File: src/hdl/sha256_digest_macros.svh
// assertion macros shared by the sha256 digest rtl
// no dependencies; expects i_clk and i_rst_n in the including module
`ifndef SHA256_DIGEST_MACROS_SVH
`define SHA256_DIGEST_MACROS_SVH

`ifndef ASSERT_OFF

// checked only while out of reset
`define SHA_ASSERT(lbl, prop, msg) \
    lbl: assert property (@(posedge i_clk) disable iff (!i_rst_n) prop) else $error(msg);

// checked at every edge, reset included
`define SHA_ASSERT_ALWAYS(lbl, prop, msg) \
    lbl: assert property (@(posedge i_clk) prop) else $error(msg);

`else

`define SHA_ASSERT(lbl, prop, msg)
`define SHA_ASSERT_ALWAYS(lbl, prop, msg)

`endif

`endif

File: src/hdl/sha256_pkg.sv
// types, constants and mixing functions of the sha256 digest block
// no dependencies
package sha256_pkg;

    typedef logic [0:7][31:0] t_hash;

    typedef enum logic [4:0] {
        S_IN   = 5'b00001,
        S_PAD  = 5'b00010,
        S_COMP = 5'b00100,
        S_FIN  = 5'b01000,
        S_OUT  = 5'b10000
    } t_state;

    // sequencer to datapath
    typedef struct packed {
        logic       byte_en;
        logic [7:0] byte_val;
        logic       word_end;
        logic       load;
        logic       rnd_en;
        logic [5:0] rnd;
    } t_dp_ctl;

    // sequencer to chaining state
    typedef struct packed {
        logic fin;
        logic clr;
    } t_hash_ctl;

    localparam logic [7:0] PAD_MARK = 8'h80;
    localparam logic [5:0] LEN_POS  = 6'd56;
    localparam logic [5:0] LAST_POS = 6'd63;
    localparam logic [5:0] LAST_RND = 6'd63;
    localparam logic [2:0] LAST_IDX = 3'd7;

    localparam t_hash HASH_IV = '{
        32'h6a09e667, 32'hbb67ae85, 32'h3c6ef372, 32'ha54ff53a,
        32'h510e527f, 32'h9b05688c, 32'h1f83d9ab, 32'h5be0cd19
    };

    localparam logic [31:0] K_TAB [64] = '{
        32'h428a2f98, 32'h71374491, 32'hb5c0fbcf, 32'he9b5dba5,
        32'h3956c25b, 32'h59f111f1, 32'h923f82a4, 32'hab1c5ed5,
        32'hd807aa98, 32'h12835b01, 32'h243185be, 32'h550c7dc3,
        32'h72be5d74, 32'h80deb1fe, 32'h9bdc06a7, 32'hc19bf174,
        32'he49b69c1, 32'hefbe4786, 32'h0fc19dc6, 32'h240ca1cc,
        32'h2de92c6f, 32'h4a7484aa, 32'h5cb0a9dc, 32'h76f988da,
        32'h983e5152, 32'ha831c66d, 32'hb00327c8, 32'hbf597fc7,
        32'hc6e00bf3, 32'hd5a79147, 32'h06ca6351, 32'h14292967,
        32'h27b70a85, 32'h2e1b2138, 32'h4d2c6dfc, 32'h53380d13,
        32'h650a7354, 32'h766a0abb, 32'h81c2c92e, 32'h92722c85,
        32'ha2bfe8a1, 32'ha81a664b, 32'hc24b8b70, 32'hc76c51a3,
        32'hd192e819, 32'hd6990624, 32'hf40e3585, 32'h106aa070,
        32'h19a4c116, 32'h1e376c08, 32'h2748774c, 32'h34b0bcb5,
        32'h391c0cb3, 32'h4ed8aa4a, 32'h5b9cca4f, 32'h682e6ff3,
        32'h748f82ee, 32'h78a5636f, 32'h84c87814, 32'h8cc70208,
        32'h90befffa, 32'ha4506ceb, 32'hbef9a3f7, 32'hc67178f2
    };

    function automatic logic [31:0] rotr(input logic [31:0] x, input int n);
        return (x >> n) | (x << (32 - n));
    endfunction

    function automatic logic [31:0] big_sig0(input logic [31:0] x);
        return rotr(x, 2) ^ rotr(x, 13) ^ rotr(x, 22);
    endfunction

    function automatic logic [31:0] big_sig1(input logic [31:0] x);
        return rotr(x, 6) ^ rotr(x, 11) ^ rotr(x, 25);
    endfunction

    function automatic logic [31:0] sml_sig0(input logic [31:0] x);
        return rotr(x, 7) ^ rotr(x, 18) ^ (x >> 3);
    endfunction

    function automatic logic [31:0] sml_sig1(input logic [31:0] x);
        return rotr(x, 17) ^ rotr(x, 19) ^ (x >> 10);
    endfunction

endpackage

File: src/hdl/sha256_round.sv
// sha256 round unit: byte packer, 16-word rolling schedule and working variables a..h
// depends on sha256_pkg
module sha256_round (
    input  logic                i_clk,
    input  sha256_pkg::t_dp_ctl i_dp,
    input  sha256_pkg::t_hash   i_hash,
    output sha256_pkg::t_hash   o_vars
);
    import sha256_pkg::*;

    logic [23:0] r_acc;
    logic [31:0] r_w [16];
    t_hash       r_v;

    logic [31:0] sched_new;
    logic [31:0] t1;
    logic [31:0] t2;
    logic [31:0] ch;
    logic [31:0] maj;

    // window holds w[t..t+15]; each round also produces w[t+16]
    assign sched_new = sml_sig1(r_w[14]) + r_w[9] + sml_sig0(r_w[1]) + r_w[0];
    assign ch  = (r_v[4] & r_v[5]) ^ (~r_v[4] & r_v[6]);
    assign maj = (r_v[0] & r_v[1]) ^ (r_v[0] & r_v[2]) ^ (r_v[1] & r_v[2]);
    assign t1  = r_v[7] + big_sig1(r_v[4]) + ch + K_TAB[i_dp.rnd] + r_w[0];
    assign t2  = big_sig0(r_v[0]) + maj;

    always_ff @(posedge i_clk) begin
        if (i_dp.byte_en) begin
            r_acc <= {r_acc[15:0], i_dp.byte_val};
        end
        if (i_dp.byte_en && i_dp.word_end) begin
            for (int i = 0; i < 15; i++) begin
                r_w[i] <= r_w[i + 1];
            end
            r_w[15] <= {r_acc, i_dp.byte_val};
        end else if (i_dp.rnd_en) begin
            for (int i = 0; i < 15; i++) begin
                r_w[i] <= r_w[i + 1];
            end
            r_w[15] <= sched_new;
        end
        if (i_dp.load) begin
            r_v <= i_hash;
        end else if (i_dp.rnd_en) begin
            r_v[7] <= r_v[6];
            r_v[6] <= r_v[5];
            r_v[5] <= r_v[4];
            r_v[4] <= r_v[3] + t1;
            r_v[3] <= r_v[2];
            r_v[2] <= r_v[1];
            r_v[1] <= r_v[0];
            r_v[0] <= t1 + t2;
        end
    end

    assign o_vars = r_v;

endmodule

File: src/hdl/sha256_ctrl.sv
// sha256 sequencer: byte intake, padding, 64-round loop, digest readout
// depends on sha256_pkg and sha256_digest_macros.svh
`include "sha256_digest_macros.svh"
module sha256_ctrl (
    input  logic                  i_clk,
    input  logic                  i_rst_n,
    input  logic                  i_s_tvalid,
    output logic                  o_s_tready,
    input  logic [7:0]            i_s_tdata,
    input  logic                  i_s_tuser,
    input  logic                  i_s_tlast,
    output logic                  o_m_tvalid,
    input  logic                  i_m_tready,
    output logic [2:0]            o_oidx,
    output sha256_pkg::t_dp_ctl   o_dp,
    output sha256_pkg::t_hash_ctl o_hc
);
    import sha256_pkg::*;

    t_state      r_state, n_state;
    logic [60:0] r_count, n_count;
    logic [5:0]  r_pos,   n_pos;
    logic [63:0] r_len,   n_len;
    logic        r_pad,   n_pad;
    logic        r_mark,  n_mark;
    logic        r_inlen, n_inlen;
    logic [2:0]  r_lcnt,  n_lcnt;
    logic        r_lend,  n_lend;
    logic [5:0]  r_rnd,   n_rnd;
    logic [2:0]  r_oidx,  n_oidx;

    t_dp_ctl   dp;
    t_hash_ctl hc;

    always_comb begin
        n_state = r_state;
        n_count = r_count;
        n_pos   = r_pos;
        n_len   = r_len;
        n_pad   = r_pad;
        n_mark  = r_mark;
        n_inlen = r_inlen;
        n_lcnt  = r_lcnt;
        n_lend  = r_lend;
        n_rnd   = r_rnd;
        n_oidx  = r_oidx;
        dp          = '0;
        dp.byte_val = i_s_tdata;
        dp.rnd      = r_rnd;
        dp.word_end = (r_pos[1:0] == 2'b11);
        hc          = '0;
        unique case (r_state)
            S_IN: begin
                if (i_s_tvalid) begin
                    if (i_s_tuser) begin
                        dp.byte_en = 1'b1;
                        n_count    = r_count + 61'd1;
                        n_pos      = r_pos + 6'd1;
                    end
                    if (i_s_tlast) begin
                        n_len   = {r_count + 61'(i_s_tuser), 3'b000};
                        n_pad   = 1'b1;
                        n_mark  = 1'b0;
                        n_inlen = 1'b0;
                        n_lcnt  = '0;
                        n_lend  = 1'b0;
                    end
                    if (i_s_tuser && r_pos == LAST_POS) begin
                        dp.load = 1'b1;
                        n_rnd   = '0;
                        n_state = S_COMP;
                    end else if (i_s_tlast) begin
                        n_state = S_PAD;
                    end
                end
            end
            S_PAD: begin
                dp.byte_en = 1'b1;
                n_pos      = r_pos + 6'd1;
                if (!r_mark) begin
                    dp.byte_val = PAD_MARK;
                    n_mark      = 1'b1;
                end else if (r_inlen || r_pos == LEN_POS) begin
                    // length goes out msb first
                    dp.byte_val = r_len[63:56];
                    n_len       = {r_len[55:0], 8'h00};
                    n_inlen     = 1'b1;
                    n_lcnt      = r_lcnt + 3'd1;
                    if (r_lcnt == LAST_IDX) begin
                        n_lend = 1'b1;
                    end
                end else begin
                    dp.byte_val = 8'h00;
                end
                if (r_pos == LAST_POS) begin
                    dp.load = 1'b1;
                    n_rnd   = '0;
                    n_state = S_COMP;
                end
            end
            S_COMP: begin
                dp.rnd_en = 1'b1;
                n_rnd     = r_rnd + 6'd1;
                if (r_rnd == LAST_RND) begin
                    n_state = S_FIN;
                end
            end
            S_FIN: begin
                hc.fin = 1'b1;
                if (r_lend) begin
                    n_oidx  = '0;
                    n_state = S_OUT;
                end else if (r_pad) begin
                    n_state = S_PAD;
                end else begin
                    n_state = S_IN;
                end
            end
            S_OUT: begin
                if (i_m_tready) begin
                    n_oidx = r_oidx + 3'd1;
                    if (r_oidx == LAST_IDX) begin
                        hc.clr  = 1'b1;
                        n_count = '0;
                        n_pad   = 1'b0;
                        n_lend  = 1'b0;
                        n_state = S_IN;
                    end
                end
            end
            default: begin
                n_state = S_IN;
            end
        endcase
    end

    always_ff @(posedge i_clk) begin
        if (!i_rst_n) begin
            r_state <= S_IN;
            r_count <= '0;
            r_pos   <= '0;
            r_pad   <= 1'b0;
            r_mark  <= 1'b0;
            r_inlen <= 1'b0;
            r_lcnt  <= '0;
            r_lend  <= 1'b0;
            r_rnd   <= '0;
            r_oidx  <= '0;
        end else begin
            r_state <= n_state;
            r_count <= n_count;
            r_pos   <= n_pos;
            r_pad   <= n_pad;
            r_mark  <= n_mark;
            r_inlen <= n_inlen;
            r_lcnt  <= n_lcnt;
            r_lend  <= n_lend;
            r_rnd   <= n_rnd;
            r_oidx  <= n_oidx;
        end
    end

    always_ff @(posedge i_clk) begin
        r_len <= n_len;
    end

    assign o_s_tready = (r_state == S_IN);
    assign o_m_tvalid = (r_state == S_OUT);
    assign o_oidx     = r_oidx;
    assign o_dp       = dp;
    assign o_hc       = hc;

    `SHA_ASSERT_ALWAYS(a_rst_idle, !i_rst_n |=> (r_state == S_IN), "not idle after reset")
    `SHA_ASSERT(a_load_comp, dp.load |=> (r_state == S_COMP && r_rnd == 6'd0),
        "block load did not start the round loop")
    `SHA_ASSERT(a_rnd_fin, (r_state == S_COMP && r_rnd == LAST_RND) |=> (r_state == S_FIN),
        "round loop did not finish after 64 rounds")
    `SHA_ASSERT(a_lend_pad, r_lend |-> r_pad, "length done outside padding")
    `SHA_ASSERT(a_out_done,
        (r_state == S_OUT && i_m_tready && r_oidx == LAST_IDX) |=>
        (r_state == S_IN && r_count == 61'd0 && r_pos == 6'd0),
        "state not cleared after last digest word")

endmodule

File: src/hdl/sha256_digest.sv
// sha256 digest top level: chaining state and digest word output
// depends on sha256_pkg, sha256_ctrl and sha256_round
//
// SHA-256 over a byte stream, one message byte per input transaction (tuser
// marks a real byte, tlast ends the message). Bytes are taken one per cycle
// while a block fills; the 64th byte of a block starts the compression, which
// runs one round per cycle on a single round unit and ends with the chaining
// add, during both of which tready is low. After tlast the 0x80 mark, zero
// fill and the 64-bit bit length are fed in one byte per cycle, with a second
// compression when the tail does not fit; then the eight digest words are
// presented word 0 first, one per output transaction, and the block returns
// to the initial hash values.
module sha256_digest (
    input  logic        i_clk,
    input  logic        i_rst_n,
    input  logic        i_s_tvalid,
    output logic        o_s_tready,
    input  logic [7:0]  i_s_tdata,   // [7:0] msg_byte
    input  logic        i_s_tuser,   // [0] byte_present
    input  logic        i_s_tlast,   // last_of_message
    output logic        o_m_tvalid,
    input  logic        i_m_tready,
    output logic [39:0] o_m_tdata,   // [31:0] digest_word, [34:32] word_index, zero fill
    output logic        o_m_tlast    // last_word
);
    import sha256_pkg::*;

    t_hash     r_hash;
    t_hash     vars;
    t_dp_ctl   dp;
    t_hash_ctl hc;
    logic [2:0] oidx;

    sha256_ctrl u_ctrl (
        .i_clk      (i_clk),
        .i_rst_n    (i_rst_n),
        .i_s_tvalid (i_s_tvalid),
        .o_s_tready (o_s_tready),
        .i_s_tdata  (i_s_tdata),
        .i_s_tuser  (i_s_tuser),
        .i_s_tlast  (i_s_tlast),
        .o_m_tvalid (o_m_tvalid),
        .i_m_tready (i_m_tready),
        .o_oidx     (oidx),
        .o_dp       (dp),
        .o_hc       (hc)
    );

    sha256_round u_round (
        .i_clk  (i_clk),
        .i_dp   (dp),
        .i_hash (r_hash),
        .o_vars (vars)
    );

    always_ff @(posedge i_clk) begin
        if (!i_rst_n) begin
            r_hash <= HASH_IV;
        end else if (hc.clr) begin
            r_hash <= HASH_IV;
        end else if (hc.fin) begin
            for (int i = 0; i < 8; i++) begin
                r_hash[i] <= r_hash[i] + vars[i];
            end
        end
    end

    assign o_m_tdata = {5'b00000, oidx, r_hash[oidx]};
    assign o_m_tlast = (oidx == LAST_IDX);

endmodule

File: config.mk
export PLATFORM = sky130hd
export DESIGN_NAME = sha256_digest
export DESIGN_NICKNAME = d
export VERILOG_FILES = /design/src/hdl/sha256_pkg.sv /design/src/hdl/sha256_round.sv /design/src/hdl/sha256_ctrl.sv /design/src/hdl/sha256_digest.sv
export VERILOG_INCLUDE_DIRS = /design/src /design/src/hdl
export SDC_FILE = /design/constraint.sdc
export NUM_CORES = 2
export LEC_CHECK = 0
export BUFFER_PORTS_ARGS = -buffer_cell sky130_fd_sc_hd__clkbuf_2
export CORE_MARGIN = 8
export CORE_UTILIZATION = 30
export CTS_CLUSTER_SIZE = 8
export DETAILED_ROUTE_END_ITERATION = 8
export PLACE_DENSITY = 0.56
export SYNTH_ARGS = -nofsm -noshare
export SYNTH_HDL_FRONTEND = slang
export SYNTH_SLANG_ARGS = --single-unit
export TNS_END_PERCENT = 30
File: constraint.sdc
create_clock -name i_clk -period 17.35 [get_ports i_clk]
set_input_delay 2.6025 -clock i_clk [delete_from_list [all_inputs] [get_ports i_clk]]
set_output_delay 2.6025 -clock i_clk [all_outputs]
set_load 0.05 [all_outputs]
==> out/metrics.cfg <==
[status]
status = completed

[clock_network]
cts_resized = 0
cts_buffer_depth = 3
cts_tree = built
cts_setup_buffers = 0
clkTransAtPathRegs_ns = 0.06
ctsRootBufferMaster = clkbuf_16
insertion_delay_ns = 0.84
cts_buffers = 171
htreeDepth = 4
clock_sinks = 1197
cts_hold_buf = 0

[route]
first_pass_iters = 6
viasPerCell = 5.27
drtAntennaViolNets = 0
wl_met1_mm = 109
routedWlPerCell_um = 22.9
wl_met2_mm = 105
drt_iter0_drc = 5374
via_count = 54876
met3_length_mm = 16.9
drcViolationCount = 0
dr.max_layer_used = met5
wl_mm = 238

[setup_path]
cpPeakStageDelay_ns = 0.97
r2r_slack_ns = 6.89
critPathMostFrequentCell = fa_1
cp.arrival_ns = 11.03
worstPathRequired_ns = 17.92
cp_max_fo = 30
crit_path_top_delay_cell = ha_1
end_kind = flip-flop
cp-start-kind = flip-flop
crit_type = reg -> reg

[yosys]
synth_common_cells = nand2_1 (1235), edfxtp_1 (853), a21oi_1 (515), xnor2_1 (440), nor2_1 (432)
synth_edf_count = 853
yosysTopAreaCell = edfxtp_1
ys_top_cells_by_area = edfxtp_1 (35%), dfxtp_1 (9.5%), ha_1 (6.9%)
synth_top_area_share_pct = 35.3
synthFlopType = edfxtp_1
avgSynthCellArea_um2 = 10.1
syn_inst = 7176
async_flop_share_pct = 0
yosys_warnings = 0
synthesis.area_um2 = 72600
seq_area_frac_synth_pct = 44.8
synthMostInstantiatedCell = nand2_1
ys_ff_latch = 1197
synth_cell_types = 99

[timing]
fin_skew_ns = 0.0551
tns_ns = 0
setup_ws_ns = 6.89
fin_hold_ws_ns = 0.396
min_period_ns = 10.46
setup_viol = 0
rsz0062_at_grt = false
slew_violations = 0
worstMarginPinSlew_ns = 1.18
clock.fmax_ghz = 0.0956
finalHoldViolCount = 0
slew_headroom_pct = 21.0
fin_crit_sh_pct = 60.3

[power]
p_total_mw = 7.27
p_per_area_nw_per_um2 = 89.5
p_leak_nw = 30.3
vdd_drop_max_uv = 90.8

[global_routing]
grt-ovfl-total = 0
grt_pass1_wl_mm = 353
first_global_vias = 52681
grt_max_degree = 212
grt_use_total_pct = 17.9
antenna_found_initial = 7

[layout]
area_delta_synth_final_pct = 11.9
drive_gt1_share_pct = 7.17
final_nets = 7736
fill_cells = 24209

[die]
dieArea_um2 = 258000
initial_core_util_pct = 30.2
io_pins = 57
die_w_um = 508
row_count = 180
fp.coreArea_um2 = 241000
die_h_um = 508

[placed_design]
place.gp.congestion = 0.920
dp_hpwl_mm = 176
post-place-ws_ns = 6.98
io_buffers = 51

[run]
cap_violations = 0

[worst_hold_path]
hold_class = reg -> reg

## per-layer routing
metal | track usage (%) | vias up
met2 | 27.6 | 1893
met3 | 3.38 | 316
met4 | 5.15 | 4
met1 | 25.7 | 27181
li1 | - | 25482
met5 | 0 | -
## flip-flops by register name, indices dropped and copies added, names as in the netlist
register and count:
u_ctrl.r_pad 1, u_ctrl.r_state 5, u_round.r_acc 24, u_ctrl.r_count 61, u_ctrl.r_inlen 1, u_ctrl.r_mark 1
u_ctrl.r_len 61, u_round.o_vars 256, u_ctrl.r_lend 1, u_ctrl.o_oidx 3, u_ctrl.r_rnd 6, u_round.r_w 512
u_ctrl.r_lcnt 3, r_hash 256, u_ctrl.r_pos 6
## power breakdown
part	internal [mW]	total [mW]	leakage, nW	switching [mW]
Sequential	3.15	3.18	10.5	0.0342
Clock	1.88	3.21	2.42	1.32
Combinational	0.339	0.881	17.4	0.542
Total	5.37	7.27	30.3	1.90
## per-stage QoR
stage               util [%]  instance area, um^2  cells
CTS                     33.8                81300  10410
global placement        31.7                76200  10136
finish                  33.8                81300  10415
global route            33.8                81300  10411
floorplan                  -                72600   7180
detailed placement      31.7                76200  10136
## cell usage in the layout (no fill, tap or decap), types with 20 or more instances in the layout
master	Yosys	routed
mux4_2	75	75
xor2_1	219	219
clkbuf_2	3	51
a211oi_1	72	72
nor3_1	112	112
o21bai_1	38	38
nand2b_1	63	63
nand2_1	1235	1230
clkbuf_1	304	80
inv_1	266	265
a21o_1	162	162
mux2i_1	20	20
o21ai_1	48	48
fa_1	195	195
and2_1	24	23
mux2_2	60	60
o31ai_1	27	27
maj3_1	26	26
ha_1	403	403
o211ai_1	122	122
a21oi_1	515	514
nand3_1	147	147
buf_4	5	58
o21a_1	70	70
or3_1	47	47
clkbuf_16	0	173
nor2b_1	52	52
nand4_1	52	52
dfxtp_1	344	337
o21ai_0	333	333
nor2_1	432	431
a31oi_1	48	48
edfxtp_1	853	853
and3_1	50	50
xnor2_1	440	440
## final timing paths
path,startpoint,endpoint,depth (start not counted)
hold / removal,u_round.r_w[1][47],u_round.r_w[1][15],0
setup / recovery,u_ctrl.r_rnd[0],u_round.o_vars[254],34
hold reg to reg,u_round.r_w[1][47],u_round.r_w[1][15],0
setup reg to reg,u_ctrl.r_rnd[0],u_round.o_vars[254],34
## critical path: cells and delay by family (launching register included)
| kind | cells | cell delay [ns] |
|---|---|---|
| XOR/XNOR | 1 | 0.47 |
| flip-flops | 1 | 0.31 |
| adder cells (fa/ha/maj) | 8 | 3.91 |
| buffers and inverters | 5 | 1.02 |
| AO/OA/AOI/OAI | 13 | 3.01 |
| AND/OR/NAND/NOR | 7 | 1.47 |
## cells by family (layout without fill, tap and decap cells)
| group | after synthesis | count (layout) | synth area share (%) |
|---|---|---|---|
| xor+xnor | 660 | 660 | 7.98 |
| buf+inv | 613 | 658 | 3.20 |
| flops | 1197 | 1197 | 44.8 |
| other cells | 1 | 10 | 0.00516 |
| fa+ha+maj | 624 | 624 | 12.7 |
| mux | 155 | 155 | 3.53 |
| compound gates | 1633 | 1633 | 14.1 |
| simple gates | 2293 | 2293 | 13.7 |
## final cells by class
class	count	area [um^2]	share of cell area (%)
Clock inverter	18	414	0.510
Multi-Input combinational cell	5370	37900	46.6
Clock buffer	256	4670	5.75
Timing Repair Buffer	114	791	0.973
Sequential cell	1197	32500	40.0
Inverter	270	1020	1.26
Antenna cell	5	12.5	0.0154
Tap cell	3185	3990	4.90
No activity file was read; power rests on OpenSTA's default activity.
